[src/rtl/abpm_pkg.sv]
// shared types and constants of the achromatic bright pixel mask
package abpm_pkg;

  localparam int LEVEL_W    = 10;   // brightness b+g+r, 0..765
  localparam int CHAN_W     = 8;
  localparam int THR_W      = 17;   // achroma threshold, Q1.16
  localparam int RANK_W     = 7;
  localparam int FRAC_W     = 16;
  localparam int ACH_PROD_W = THR_W + LEVEL_W;

  // presence bitmap kept as rows of 16 levels
  localparam int ROW_BITS   = 16;
  localparam int BIT_IDX_W  = 4;
  localparam int ROW_IDX_W  = LEVEL_W - BIT_IDX_W;
  localparam int ROW_COUNT  = 48;

  // target index = rank * distinct / 100, via reciprocal
  localparam int PROD_W      = 17;
  localparam int QUOT_W      = 11;
  localparam int RECIP_SHIFT = 23;
  localparam logic [PROD_W-1:0] RECIP_K = 17'd83887;  // ceil(2^23 / 100)

  localparam logic [THR_W-1:0]  THR_RESET  = 17'd6554;
  localparam logic [RANK_W-1:0] RANK_RESET = 7'd90;

  localparam logic CFG_THRESHOLD = 1'b0;
  localparam logic CFG_RANK      = 1'b1;

  typedef enum logic [1:0] {
    OP_CLEAR    = 2'd0,
    OP_COLLECT  = 2'd1,
    OP_CLASSIFY = 2'd2,
    OP_NONE     = 2'd3
  } opcode_t;

  typedef struct packed {
    logic [THR_W-1:0]  threshold;
    logic [RANK_W-1:0] rank;
    logic              rank_written;
  } cfg_t;

  typedef struct packed {
    opcode_t            op;
    logic [LEVEL_W-1:0] bright;
    logic               ach;
  } item_t;

  typedef struct packed {
    logic               mask_on;
    logic               level_found;
    logic [LEVEL_W-1:0] level_value;
  } result_t;

endpackage

[src/rtl/achromatic_bright_pixel_mask.sv]
// top level of the achromatic bright pixel mask: config registers, front, queue, back
//
//   channel   signals                               handshake
//   pixel in  opcode, blue, green, red              start & !busy
//   result    mask_on, level_found, level_value     done, one cycle, no stall
//   config    cfg_we, cfg_index, cfg_data           cfg_we, write only
//
// the front takes a pixel every cycle while not busy and hands it to the queue once
// its sum, channel spread and threshold product are registered. back end: clear,
// cached classify and non-achromatic collect finish in idle; an achromatic collect
// adds a bitmap row read-modify-write. a classify after a frame or rank change walks
// levels: multiply, divide, clamp, each row read, each filled row loaded and scanned.
// busy rises when the queue and the front pipeline hold QUEUE_DEPTH items.
// reset clears control state and the row valid bits; the bitmap needs no clearing pass.
module achromatic_bright_pixel_mask #(
  parameter int QUEUE_DEPTH = 4
) (
  input  logic                          clk,
  input  logic                          rst,
  input  logic                          start,
  output logic                          busy,
  input  logic [1:0]                    opcode,
  input  logic [abpm_pkg::CHAN_W-1:0]   blue,
  input  logic [abpm_pkg::CHAN_W-1:0]   green,
  input  logic [abpm_pkg::CHAN_W-1:0]   red,
  output logic                          done,
  output logic                          mask_on,
  output logic                          level_found,
  output logic [abpm_pkg::LEVEL_W-1:0]  level_value,
  input  logic                          cfg_we,
  input  logic                          cfg_index,
  input  logic [abpm_pkg::THR_W-1:0]    cfg_data
);

  localparam int CNT_W = $clog2(QUEUE_DEPTH + 1);

  abpm_pkg::cfg_t               cfg;
  abpm_pkg::item_t              push_item, head;
  abpm_pkg::result_t            res;
  logic [abpm_pkg::THR_W-1:0]   cfg_threshold;
  logic [abpm_pkg::RANK_W-1:0]  cfg_rank;
  logic                         push, pop, accept;
  logic [1:0]                   inflight;
  logic [CNT_W-1:0]             q_count;
  logic [CNT_W+1:0]             pending;

  always_ff @(posedge clk) begin
    if (rst) begin
      cfg_threshold <= abpm_pkg::THR_RESET;
      cfg_rank      <= abpm_pkg::RANK_RESET;
    end else if (cfg_we) begin
      case (cfg_index)
        abpm_pkg::CFG_THRESHOLD: cfg_threshold <= cfg_data;
        abpm_pkg::CFG_RANK:      cfg_rank      <= cfg_data[abpm_pkg::RANK_W-1:0];
        default: ;
      endcase
    end
  end

  assign cfg = '{threshold:    cfg_threshold,
                 rank:         cfg_rank,
                 rank_written: cfg_we && (cfg_index == abpm_pkg::CFG_RANK)};

  assign pending = (CNT_W+2)'(q_count) + (CNT_W+2)'(inflight);
  assign busy    = pending >= (CNT_W+2)'(QUEUE_DEPTH);
  assign accept  = start && !busy;

  abpm_front u_front (
    .clk      (clk),
    .rst      (rst),
    .accept   (accept),
    .opcode   (opcode),
    .blue     (blue),
    .green    (green),
    .red      (red),
    .cfg      (cfg),
    .push     (push),
    .item     (push_item),
    .inflight (inflight)
  );

  abpm_queue #(
    .DEPTH (QUEUE_DEPTH)
  ) u_queue (
    .clk       (clk),
    .rst       (rst),
    .push      (push),
    .push_item (push_item),
    .pop       (pop),
    .head      (head),
    .count     (q_count)
  );

  abpm_back u_back (
    .clk     (clk),
    .rst     (rst),
    .q_valid (q_count != '0),
    .head    (head),
    .q_pop   (pop),
    .cfg     (cfg),
    .done    (done),
    .res     (res)
  );

  assign mask_on     = res.mask_on;
  assign level_found = res.level_found;
  assign level_value = res.level_value;

  a_no_overflow: assert property (@(posedge clk) disable iff (rst)
    push |-> (q_count < CNT_W'(QUEUE_DEPTH)) || pop)
    else $error("queue push while full");

  a_no_underflow: assert property (@(posedge clk) disable iff (rst)
    pop |-> q_count != '0)
    else $error("queue pop while empty");

  a_full_busy: assert property (@(posedge clk) disable iff (rst)
    (q_count == CNT_W'(QUEUE_DEPTH)) |-> busy)
    else $error("queue full but not busy");

  a_empty_level: assert property (@(posedge clk) disable iff (rst)
    done && !level_found |-> (level_value == '0) && !mask_on)
    else $error("result without level carries a level or mask");

endmodule

[src/rtl/abpm_ram.sv]
// generic single write port ram with registered read
module abpm_ram #(
  parameter int WIDTH = 16,
  parameter int DEPTH = 48
) (
  input  logic                     clk,
  input  logic                     we,
  input  logic [$clog2(DEPTH)-1:0] waddr,
  input  logic [WIDTH-1:0]         wdata,
  input  logic                     re,
  input  logic [$clog2(DEPTH)-1:0] raddr,
  output logic [WIDTH-1:0]         rdata
);

  logic [WIDTH-1:0] mem [DEPTH];

  always_ff @(posedge clk) begin
    if (we) begin
      mem[waddr] <= wdata;
    end
    if (re) begin
      rdata <= mem[raddr];
    end
  end

endmodule

[src/rtl/abpm_front.sv]
// front end: takes pixels, sums channels and runs the achromatic test
module abpm_front (
  input  logic                         clk,
  input  logic                         rst,
  input  logic                         accept,
  input  logic [1:0]                   opcode,
  input  logic [abpm_pkg::CHAN_W-1:0]  blue,
  input  logic [abpm_pkg::CHAN_W-1:0]  green,
  input  logic [abpm_pkg::CHAN_W-1:0]  red,
  input  abpm_pkg::cfg_t               cfg,
  output logic                         push,
  output abpm_pkg::item_t              item,
  output logic [1:0]                   inflight
);

  logic [abpm_pkg::CHAN_W-1:0]  hi, lo;
  logic [abpm_pkg::LEVEL_W-1:0] sum_in;

  logic                             v1, v2;
  abpm_pkg::opcode_t                op1, op2;
  logic [abpm_pkg::LEVEL_W-1:0]     sum1, sum2;
  logic [abpm_pkg::CHAN_W-1:0]      diff1, diff2;
  logic [abpm_pkg::ACH_PROD_W-1:0]  prod2;
  logic [abpm_pkg::ACH_PROD_W-1:0]  diff_scaled;

  always_comb begin
    hi = blue;
    lo = blue;
    if (green > hi) hi = green;
    if (red > hi)   hi = red;
    if (green < lo) lo = green;
    if (red < lo)   lo = red;
  end

  assign sum_in = abpm_pkg::LEVEL_W'(blue) + abpm_pkg::LEVEL_W'(green)
                + abpm_pkg::LEVEL_W'(red);

  always_ff @(posedge clk) begin
    if (rst) begin
      v1 <= 1'b0;
      v2 <= 1'b0;
    end else begin
      v1 <= accept;
      v2 <= v1;
    end
    op1   <= abpm_pkg::opcode_t'(opcode);
    sum1  <= sum_in;
    diff1 <= hi - lo;
    op2   <= op1;
    sum2  <= sum1;
    diff2 <= diff1;
    prod2 <= abpm_pkg::ACH_PROD_W'(cfg.threshold) * abpm_pkg::ACH_PROD_W'(sum1);
  end

  // zero sum gives a zero product, so black never passes
  assign diff_scaled = abpm_pkg::ACH_PROD_W'({diff2, {abpm_pkg::FRAC_W{1'b0}}});

  assign item.op     = op2;
  assign item.bright = sum2;
  assign item.ach    = diff_scaled < prod2;

  assign push     = v2 && (op2 != abpm_pkg::OP_NONE);
  assign inflight = {1'b0, v1} + {1'b0, v2};

endmodule

[src/rtl/abpm_queue.sv]
// short queue of classified items between front and back
module abpm_queue #(
  parameter int DEPTH = 4
) (
  input  logic                       clk,
  input  logic                       rst,
  input  logic                       push,
  input  abpm_pkg::item_t            push_item,
  input  logic                       pop,
  output abpm_pkg::item_t            head,
  output logic [$clog2(DEPTH+1)-1:0] count
);

  localparam int PTR_W = $clog2(DEPTH);
  localparam logic [PTR_W-1:0] LAST = PTR_W'(DEPTH - 1);

  abpm_pkg::item_t  slots [DEPTH];
  logic [PTR_W-1:0] wr_ptr, rd_ptr;

  always_ff @(posedge clk) begin
    if (rst) begin
      wr_ptr <= '0;
      rd_ptr <= '0;
      count  <= '0;
    end else begin
      if (push) begin
        wr_ptr <= (wr_ptr == LAST) ? '0 : wr_ptr + 1'b1;
      end
      if (pop) begin
        rd_ptr <= (rd_ptr == LAST) ? '0 : rd_ptr + 1'b1;
      end
      case ({push, pop})
        2'b10:   count <= count + 1'b1;
        2'b01:   count <= count - 1'b1;
        default: count <= count;
      endcase
    end
    if (push) begin
      slots[wr_ptr] <= push_item;
    end
  end

  assign head = slots[rd_ptr];

endmodule

[src/rtl/abpm_back.sv]
// back end: bitmap updates, level selection walk and result generation
module abpm_back (
  input  logic            clk,
  input  logic            rst,
  input  logic            q_valid,
  input  abpm_pkg::item_t head,
  output logic            q_pop,
  input  abpm_pkg::cfg_t  cfg,
  output logic            done,
  output abpm_pkg::result_t res
);

  typedef enum logic [2:0] {
    S_IDLE, S_COLLECT, S_SEL_MUL, S_SEL_DIV, S_SEL_CLAMP, S_SEL_READ, S_SEL_LOAD, S_SEL_SCAN
  } state_t;

  localparam logic [abpm_pkg::ROW_IDX_W-1:0] LAST_ROW =
    abpm_pkg::ROW_IDX_W'(abpm_pkg::ROW_COUNT - 1);

  state_t                                state;
  abpm_pkg::item_t                       cur;
  logic [abpm_pkg::ROW_COUNT-1:0]        row_valid;
  logic [abpm_pkg::LEVEL_W-1:0]          distinct, cached_level, target, seen;
  logic                                  cache_valid;
  logic [abpm_pkg::PROD_W-1:0]           sel_prod;
  logic [abpm_pkg::QUOT_W-1:0]           quot;
  logic [abpm_pkg::ROW_IDX_W-1:0]        row;
  logic [abpm_pkg::BIT_IDX_W-1:0]        bitpos;
  logic [abpm_pkg::ROW_BITS-1:0]         shreg;

  logic                                  ram_re, ram_we;
  logic [abpm_pkg::ROW_IDX_W-1:0]        ram_raddr, cur_row;
  logic [abpm_pkg::ROW_BITS-1:0]         ram_rdata, ram_wdata, row_data, bit_mask;
  logic [2*abpm_pkg::PROD_W-1:0]         div_full;
  logic [abpm_pkg::QUOT_W-1:0]           div_q;
  logic [abpm_pkg::LEVEL_W-1:0]          last_idx, found_level;

  function automatic abpm_pkg::result_t make_result(abpm_pkg::item_t it,
                                                    logic [abpm_pkg::LEVEL_W-1:0] lvl,
                                                    logic found);
    abpm_pkg::result_t r;
    r.mask_on     = found && it.ach && (it.bright > lvl);
    r.level_found = found;
    r.level_value = lvl;
    return r;
  endfunction

  assign q_pop   = (state == S_IDLE) && q_valid;
  assign cur_row = cur.bright[abpm_pkg::LEVEL_W-1:abpm_pkg::BIT_IDX_W];

  always_comb begin
    ram_re    = 1'b0;
    ram_raddr = row;
    if (state == S_IDLE) begin
      ram_re    = q_valid && (head.op == abpm_pkg::OP_COLLECT) && head.ach;
      ram_raddr = head.bright[abpm_pkg::LEVEL_W-1:abpm_pkg::BIT_IDX_W];
    end else if (state == S_SEL_READ) begin
      ram_re    = row_valid[row];
    end
  end

  // rows never written since the last clear read as empty
  assign row_data  = row_valid[cur_row] ? ram_rdata : '0;
  assign bit_mask  = abpm_pkg::ROW_BITS'(1) << cur.bright[abpm_pkg::BIT_IDX_W-1:0];
  assign ram_we    = (state == S_COLLECT) && ((row_data & bit_mask) == '0);
  assign ram_wdata = row_data | bit_mask;

  // reciprocal is exact for rank up to 100; above that it can read one high,
  // but the quotient is past the last index either way and the clamp takes it
  assign div_full    = (2*abpm_pkg::PROD_W)'(sel_prod) * (2*abpm_pkg::PROD_W)'(abpm_pkg::RECIP_K);
  assign div_q       = div_full[abpm_pkg::RECIP_SHIFT +: abpm_pkg::QUOT_W];
  assign last_idx    = distinct - 1'b1;
  assign found_level = {row, bitpos};

  abpm_ram #(
    .WIDTH (abpm_pkg::ROW_BITS),
    .DEPTH (abpm_pkg::ROW_COUNT)
  ) u_bitmap (
    .clk   (clk),
    .we    (ram_we),
    .waddr (cur_row),
    .wdata (ram_wdata),
    .re    (ram_re),
    .raddr (ram_raddr),
    .rdata (ram_rdata)
  );

  always_ff @(posedge clk) begin
    if (rst) begin
      state        <= S_IDLE;
      row_valid    <= '0;
      distinct     <= '0;
      cached_level <= '0;
      cache_valid  <= 1'b0;
      done         <= 1'b0;
    end else begin
      done <= 1'b0;
      case (state)
        S_IDLE: begin
          if (q_valid) begin
            cur <= head;
            case (head.op)
              abpm_pkg::OP_CLEAR: begin
                row_valid    <= '0;
                distinct     <= '0;
                cached_level <= '0;
                cache_valid  <= 1'b0;
              end
              abpm_pkg::OP_COLLECT: begin
                if (head.ach) state <= S_COLLECT;
              end
              abpm_pkg::OP_CLASSIFY: begin
                if (cache_valid) begin
                  done <= 1'b1;
                  res  <= make_result(head, cached_level, distinct != '0);
                end else begin
                  state <= S_SEL_MUL;
                end
              end
              default: ;
            endcase
          end
        end
        S_COLLECT: begin
          if (ram_we) begin
            row_valid[cur_row] <= 1'b1;
            distinct           <= distinct + 1'b1;
            cache_valid        <= 1'b0;
          end
          state <= S_IDLE;
        end
        S_SEL_MUL: begin
          if (distinct == '0) begin
            cached_level <= '0;
            cache_valid  <= 1'b1;
            done         <= 1'b1;
            res          <= make_result(cur, '0, 1'b0);
            state        <= S_IDLE;
          end else begin
            sel_prod <= abpm_pkg::PROD_W'(cfg.rank) * abpm_pkg::PROD_W'(distinct);
            state    <= S_SEL_DIV;
          end
        end
        S_SEL_DIV: begin
          quot  <= div_q;
          state <= S_SEL_CLAMP;
        end
        S_SEL_CLAMP: begin
          target <= (quot > abpm_pkg::QUOT_W'(last_idx)) ? last_idx
                                                         : abpm_pkg::LEVEL_W'(quot);
          seen   <= '0;
          row    <= '0;
          state  <= S_SEL_READ;
        end
        S_SEL_READ: begin
          if (row_valid[row]) begin
            state <= S_SEL_LOAD;
          end else if (row == LAST_ROW) begin
            cached_level <= '0;
            cache_valid  <= 1'b1;
            done         <= 1'b1;
            res          <= make_result(cur, '0, 1'b1);
            state        <= S_IDLE;
          end else begin
            row <= row + 1'b1;
          end
        end
        S_SEL_LOAD: begin
          shreg  <= ram_rdata;
          bitpos <= '0;
          state  <= S_SEL_SCAN;
        end
        S_SEL_SCAN: begin
          if (shreg[0] && (seen == target)) begin
            cached_level <= found_level;
            cache_valid  <= 1'b1;
            done         <= 1'b1;
            res          <= make_result(cur, found_level, 1'b1);
            state        <= S_IDLE;
          end else begin
            if (shreg[0]) seen <= seen + 1'b1;
            shreg  <= shreg >> 1;
            bitpos <= bitpos + 1'b1;
            // no set bits left in this row
            if (shreg[abpm_pkg::ROW_BITS-1:1] == '0) begin
              if (row == LAST_ROW) begin
                cached_level <= '0;
                cache_valid  <= 1'b1;
                done         <= 1'b1;
                res          <= make_result(cur, '0, 1'b1);
                state        <= S_IDLE;
              end else begin
                row   <= row + 1'b1;
                state <= S_SEL_READ;
              end
            end
          end
        end
        default: state <= S_IDLE;
      endcase
      if (cfg.rank_written) cache_valid <= 1'b0;
    end
  end

endmodule

[config.mk]
export PLATFORM = sky130hd
export DESIGN_NAME = achromatic_bright_pixel_mask
export DESIGN_NICKNAME = d
export VERILOG_FILES = /design/src/rtl/abpm_pkg.sv /design/src/rtl/achromatic_bright_pixel_mask.sv /design/src/rtl/abpm_ram.sv /design/src/rtl/abpm_front.sv /design/src/rtl/abpm_queue.sv /design/src/rtl/abpm_back.sv
export SDC_FILE = /design/constraint.sdc
export NUM_CORES = 2
export LEC_CHECK = 0
export BUFFER_PORTS_ARGS = -buffer_cell sky130_fd_sc_hd__buf_2
export CAP_MARGIN = 10
export CORE_MARGIN = 4
export CORE_UTILIZATION = 55
export CTS_BUF_LIST = sky130_fd_sc_hd__clkbuf_8
export DETAILED_ROUTE_END_ITERATION = 10
export GPL_TIMING_DRIVEN = 0
export HOLD_SLACK_MARGIN = 0.12
export PLACE_DENSITY = 0.7
export SLEW_MARGIN = 40
export SYNTH_ARGS = -nofsm -noshare
export SYNTH_HDL_FRONTEND = slang
export SYNTH_SLANG_ARGS = --single-unit
[constraint.sdc]
create_clock -name clk -period 18.8 [get_ports clk]
set_input_delay 0 -clock clk [delete_from_list [all_inputs] [get_ports clk]]
set_output_delay 0 -clock clk [all_outputs]
set_load 0.03 [all_outputs]
* Word level (Yosys, flattened, before mapping)
Memories as Yosys holds them, arrays and structs flattened. A register that Yosys moved wholly into a read port is not among the register bits. Cells that the tools add are included.
Storage, ports and cells: bits in registers 270, bits in writable memories 820, input bits 48, memories kept 2
Operators by class: $add $sub $neg 14, $mul 3, magnitude comparators 13, equal/unequal tests 31, shifts and indexed selects 1, multiplexer cells 88, bitwise logic cells 6, reduce and logical (&&, ||, !) cells 43
Memories:
- u_back.u_bitmap.mem | words 48, bits a word 16, rd ports 1, clocked after Yosys merged registers in 1, wr ports 1, RTL line abpm_ram.sv:15 | logic [WIDTH-1:0] mem [DEPTH];
- u_queue.slots | words 4, bits a word 13, rd ports 1, clocked after Yosys merged registers in 1, wr ports 1, RTL line abpm_queue.sv:17 | abpm_pkg::item_t slots [DEPTH];
Operator list (number):
- $mux W48 | 3
- $mux W10 | 11
- $mux W12 | 8
- $pmux W48 S2 | 1
- $or A48 B48 Y48 | 1
- $pmux W12 S4 | 1
- $pmux W10 S2 | 2
- $pmux W10 S4 | 1
- $mul A17 B17 Y34 const B | 1
- $mux W16 | 2
- $mux W8 | 4
- $pmux W16 S2 | 1
- $mux W6 | 5
- $lt A24 B27 Y1 | 1
- $mul A17 B10 Y27 | 1
- $mux W1 | 25
- $mux W3 | 8
- $pmux W3 S8 | 1
- $add A10 B1 Y10 const B | 2
- $gt A10 B10 Y1 | 2
- $pmux W6 S3 | 1
- $mul A7 B10 Y17 | 1
- $and A16 B16 Y16 | 1
- $gt A8 B8 Y1 | 2
- 60 further kinds | 113

* Logic depth before layout (Yosys ltp)
depth after elaboration 8, depth in mapped cells 29, gate-level depth less buffers 26

* By module
Synthesis repeated with hierarchy kept, for this count alone.
Unflattened totals: cells, all modules 4445, area, all modules 59897.4 um^2
Modules (own cells, without submodules):
- abpm_ram | instances 1, cells an instance 1496, area each 30439.2 um^2
- abpm_back | instances 1, cells an instance 1789, area each 17257.8 um^2
- abpm_front | instances 1, cells an instance 945, area each 8846.0 um^2
- abpm_queue | instances 1, cells an instance 109, area each 2308.5 um^2
- achromatic_bright_pixel_mask | instances 1, cells an instance 106, area each 1046.0 um^2

* Least setup slack after synthesis
No wires, ideal clock.
kind flip-flop to flip-flop, start register u_back.sel_prod[12] (netlist bit), end register u_back.quot[10] (netlist bit) (data pin), library setup time 0.260 ns, data arrival time 5.614 ns, required time 18.540 ns, setup slack 12.926 ns, cell stages (with the launch flop) 21, buffers on the path 0, clock period less this slack 5.874 ns, cell sequence edfxtp_1 ha_1 inv_1 fa_1 fa_1 fa_1 inv_1 fa_1 inv_1 fa_1 inv_1 ha_1 and2_0 a221o_1 nand4bb_1 o21ai_1 o21ai_0 o41ai_1 o21ai_0 a21oi_1 xnor2_1
Between the ends: word-level cells in the longest chain between the ends 1
Ends and longest elaborated chain:
- from (decl) | RTL line abpm_back.sv:25 | logic [abpm_pkg::PROD_W-1:0] sel_prod;
- from (signal assigned) | RTL line abpm_back.sv:140 | sel_prod <= abpm_pkg::PROD_W'(cfg.rank) * abpm_pkg::PROD_W'(distinct);
- $mul A17 B17 Y34 | RTL line abpm_back.sv:70 | assign div_full = (2*abpm_pkg::PROD_W)'(sel_prod) * (2*abpm_pkg::PROD_W)'(abpm_pkg::RECIP_K);
- via u_back.div_full (one bit) | RTL line abpm_back.sv:34 | logic [2*abpm_pkg::PROD_W-1:0] div_full;
- to (signal assigned) | RTL line abpm_back.sv:145 | quot <= div_q;
- to (decl) | RTL line abpm_back.sv:26 | logic [abpm_pkg::QUOT_W-1:0] quot;
The timed path passes the listed nets, and every way through them passes these cells. A chain may end at the register's enable or synchronous reset.

* Final worst setup path
start register u_back.sel_prod[15] (netlist bit), end register u_back.quot[10] (netlist bit) (data pin)
Same word-level chain as after synthesis.

==> reports/summary.md <==
The flow ran to the end, and the final reports show no timing, DRC or antenna violations. The overall track demand over capacity in global routing is 0.2790. The number of nets in the synthesized netlist is 5963. The library cell used most frequently in the layout, excluding fill and tap cells, is sky130_fd_sc_hd__edfxtp_1.

For the worst setup path, the data required time is 19.40 ns. The insertion delay of the later-clocked pin in the worst-skew pair came out at 0.89 ns. The congestion estimate from routability-driven global placement came to 0.9404. Counting flops with a built-in enable in the synthesized netlist gives 933. After the first detailed-routing iteration, the DRC count stood at 4551. The run gives 0.02613 mm2 as the total area of multi-input combinational cells.

The die is 338.6 um tall. For the count of clock tree sinks, the log shows 1108. The run gives 0.5530 as the effective utilization at floorplan.

The shortest clock period the worst path allows after layout works out to 6.777 ns. The run gives 179 as the CTS buffer count. The run gives 2 as the initial antenna violation count. The slowest library cell on the worst path was sky130_fd_sc_hd__edfxtp_1. The count of fill cells added during filler insertion was 8443; the clock skew after layout was 0.06006 ns. The count of warnings emitted by yosys is 0, and the sequential cell area fraction in the yosys report is 0.5243. The number of cells traversed by the worst hold path is 3, and the static leakage is 27.08 nW. The post-route setup TNS is 0 ns. The power density relative to cell area is 161.3 mW/mm2, and the number of buffers between clock root and the deepest sink is 3. The fraction of power consumed by combinational cells was 0.534. Counting cells, the worst reg-to-reg path comes to 20.

The cell area that synthesis handed to floorplanning was 0.06012 mm2. The max-slew violation total from the final report is 0, and the max-cap check violation count is 0. Counting flops and latches in the post-synthesis netlist gives 1108. The run gives 42580 as the number of global-route vias before repair. The largest total area in the synthesized netlist belongs to sky130_fd_sc_hd__edfxtp_1. The worst setup path is captured at a flip-flop. On the final layout, the worst hold slack is 0.2323 ns. The most frequently used flop master after synthesis is sky130_fd_sc_hd__edfxtp_1. The count of nets left with antenna violations once routing finished came out at 0. The type of the worst min-delay path is primary input to flip-flop. The number of buffers and inverters on the critical path is 4, and the placeable core area is 0.1087 mm2. The type of element launching the critical path was a flip-flop. After legalization and detailed placement, the total HPWL measured 113500 um.

In the layout the commonest cells are sky130_fd_sc_hd__edfxtp_1 (933), sky130_fd_sc_hd__nand2_1 (930), sky130_fd_sc_hd__inv_1 (577). The normalized max-slew margin was 0.3890; the layout overhead on the synthesized area was 13.18%. The relative contribution of the clock network to total power was 0.188. The final design utilization is 0.6259, and the number of setup violations in the final report is 0. Yosys attributes the largest share of cell area to sky130_fd_sc_hd__edfxtp_1 (47%), sky130_fd_sc_hd__fa_1 (9.4%), sky130_fd_sc_hd__ha_1 (7.3%). The run gives 0.1147 mm2 as the die area. In this run, placement finished with an instance count of 6780.

Setup slack on the critical path of the routed design comes to 12.02 ns. The async set or reset register ratio after synthesis came out at 0. Summed over all layers, the routed wires come to 162100 um. Most prevalent standard cell on the critical path: sky130_fd_sc_hd__fa_1. The netlist uses 81 different library cells. The mean instance size in the synthesized netlist was 11.38 um2.

Proportion of layout cells with a drive suffix above 1: 0.08521. The tools report the upper clock frequency limit as 147.6 MHz. Kind of cell with the highest combined delay on the critical path: adder cells. Setup repair after global routing left no endpoint under its margin. The logs give 33 for the largest net degree at the start of global routing and 7.37 ns for the data arrival time at the worst-slack endpoint. Share of total power consumed by net switching: 0.4439. The kind of critical path is flip-flop to flip-flop. In the synthesized netlist, the number of instances is 5282. The horizontal die dimension came out at 338.6 um.

For the pin with the worst max-slew slack, the measured transition is 0.9166 ns. The proportion of power drawn by flip-flops and latches came out at 0.278. VDD sags by at most 0.2527 mV.

In this run the power spent charging and discharging nets is 4.872 mW. TritonCTS built the clock tree. The top-area cell type share of the netlist area was 0.4661; the wire length of the first global-routing pass was 247100 um. The run gives 0 as the count of endpoints failing hold in the final timing report. Cell row count: 121.

The count of cells in the finished layout, fillers not included, comes to 7237. The total overflow left after global routing is 0. In this design, the stage delay of the slowest critical-path cell is 0.67 ns. The routed layout has 42700 vias. The root buffer selected by CTS is sky130_fd_sc_hd__clkbuf_8.

The internal power of the cells totals 6.103 mW. Buffers placed on the I/O ports in this run total 60. Before antenna repair, the detailed router went through 6 iterations. The post-route fraction of the period consumed by the critical path was 0.3605.

The clock-pin transition on the worst setup and hold timing paths was 0.06 ns. In the final routed layout, each cell accounts on average for 22.40 um. The sequential cells in the finished layout cover a total of 0.03152 mm2.

The number of vias per cell is 5.900. The cell count along the critical path is 20, and the total I/O pin count is 62. The H-tree was split into 4 levels. OpenSTA, run right after detailed placement, puts the worst setup slack at 11.94 ns.

Walking the worst path, the cells encountered are inv_1 > ha_1 > fa_1 > inv_1 > fa_1 > fa_1 > fa_1 > inv_1 > fa_1 > inv_1 > ha_1 > a21o_1 > a21oi_1 > nand4bb_1 > o21ai_1 > o21ai_0 > o41ai_1 > o21ai_0 > a21oi_1 > xnor2_1. After detailed routing, the number of remaining DRC violations is 0. Along the worst path, the maximum fanout reaches 9. For this run, the post-layout net count is 6355.
[stage by stage]
stage                     total power, mW  area [um2]
final                               10.98       68040
after global routing                11.71       68040
after CTS                           10.91       67880
after detailed placement            8.753       63060
after global placement              8.597       62180
after floorplan                     6.889       60120
[worst register-to-register path: cells and delay by family (launching register included)]
family | cells | cell delay [ns]
AO/OA/AOI/OAI | 7 | 2.12
XOR/XNOR | 1 | 0.07
adder cells (fa/ha/maj) | 7 | 3.23
buffers and inverters | 4 | 0.34
flip-flops | 1 | 0.67
AND/OR/NAND/NOR | 1 | 0.13
[repair_timing]
| action | 4_1_cts | 5_1_grt |
|---|---|---|
| hold buffers | 126 | 0 |
| setup buffers | 0 | 0 |
| resized for setup | 0 | 0 |
| endpoints found under the hold margin | 78 | 0 |
[cell usage after synthesis, drive strengths merged (42+ instances only)]
cell and n:
nand3 227, clkbuf 254, a31oi 111, xnor2 72, nor3 57, and3 74
inv 512, a21oi 147, dfxtp 175, o21ai 52, ha 350, fa 283
a311oi 96, nor2 233, buf 42, a211oi 105, edfxtp 933, nand2 932
and2 175
[state kept, by name, indices dropped and copies added (netlist names), 6 cells and up, named ones only]
register               cells
u_front.sum1              10
u_back.distinct           10
u_back.shreg              16
u_back.seen               10
u_back.cached_level       10
u_back.u_bitmap.mem      768
cfg_rank                   7
u_back.u_bitmap.rdata     16
u_back.cur                11
u_front.sum2              10
u_front.diff1              8
u_front.prod2             27
u_back.row_valid          48
u_back.quot               11
u_back.sel_prod           17
u_back.row                 6
u_back.res                12
u_queue.slots             52
u_back.target             10
cfg_threshold             17
u_front.diff2              8
[power groups by stage]
stage	combinational (mW)	sequential [mW]	clock (mW)
floorplan	3.82	3.06	0
global placement	5.49	3.11	0
detailed placement	5.66	3.10	0
CTS	5.78	3.05	2.09
global route	6.45	3.06	2.21
finish	5.86	3.05	2.07
[kinds of logic after synthesis]
group / Yosys count / synth area share
buffers and inverters: 808 / 0.05126
muxes: 74 / 0.02044
DFF: 1108 / 0.5243
adders and majority gates: 633 / 0.1671
and+or+nand+nor: 1837 / 0.1382
xor gates and xnor gates: 106 / 0.01544
AOI/OAI and AO/OA: 716 / 0.08325
[per-layer routing]
metal,wire [um],GRT usage
met5,0,0
met4,5658,0.09695
met1,66090,0.3806
met3,14870,0.05761
met2,75480,0.4488
[final timing paths]
path / start / to / slack [ns]
max: u_back.sel_prod[15] / u_back.quot[10] / 12.02
min: rst / u_front.v2 / 0.23
max reg2reg: u_back.sel_prod[15] / u_back.quot[10] / 12.02
min reg2reg: u_front.diff1[2] / u_front.diff2[2] / 0.32
[area by class of cell]
cell class	count	area share
clock inverters	136	0.01342
repair buffers	211	0.02869
inverters	512	0.02825
plain buffers	296	0.01736
well taps	1414	0.02600
multi-input cells	3366	0.3841
flip-flops and latches	1108	0.4633
diodes	2	0.00007356
clock buffers	192	0.03884
(Power assumes the default switching activity.)
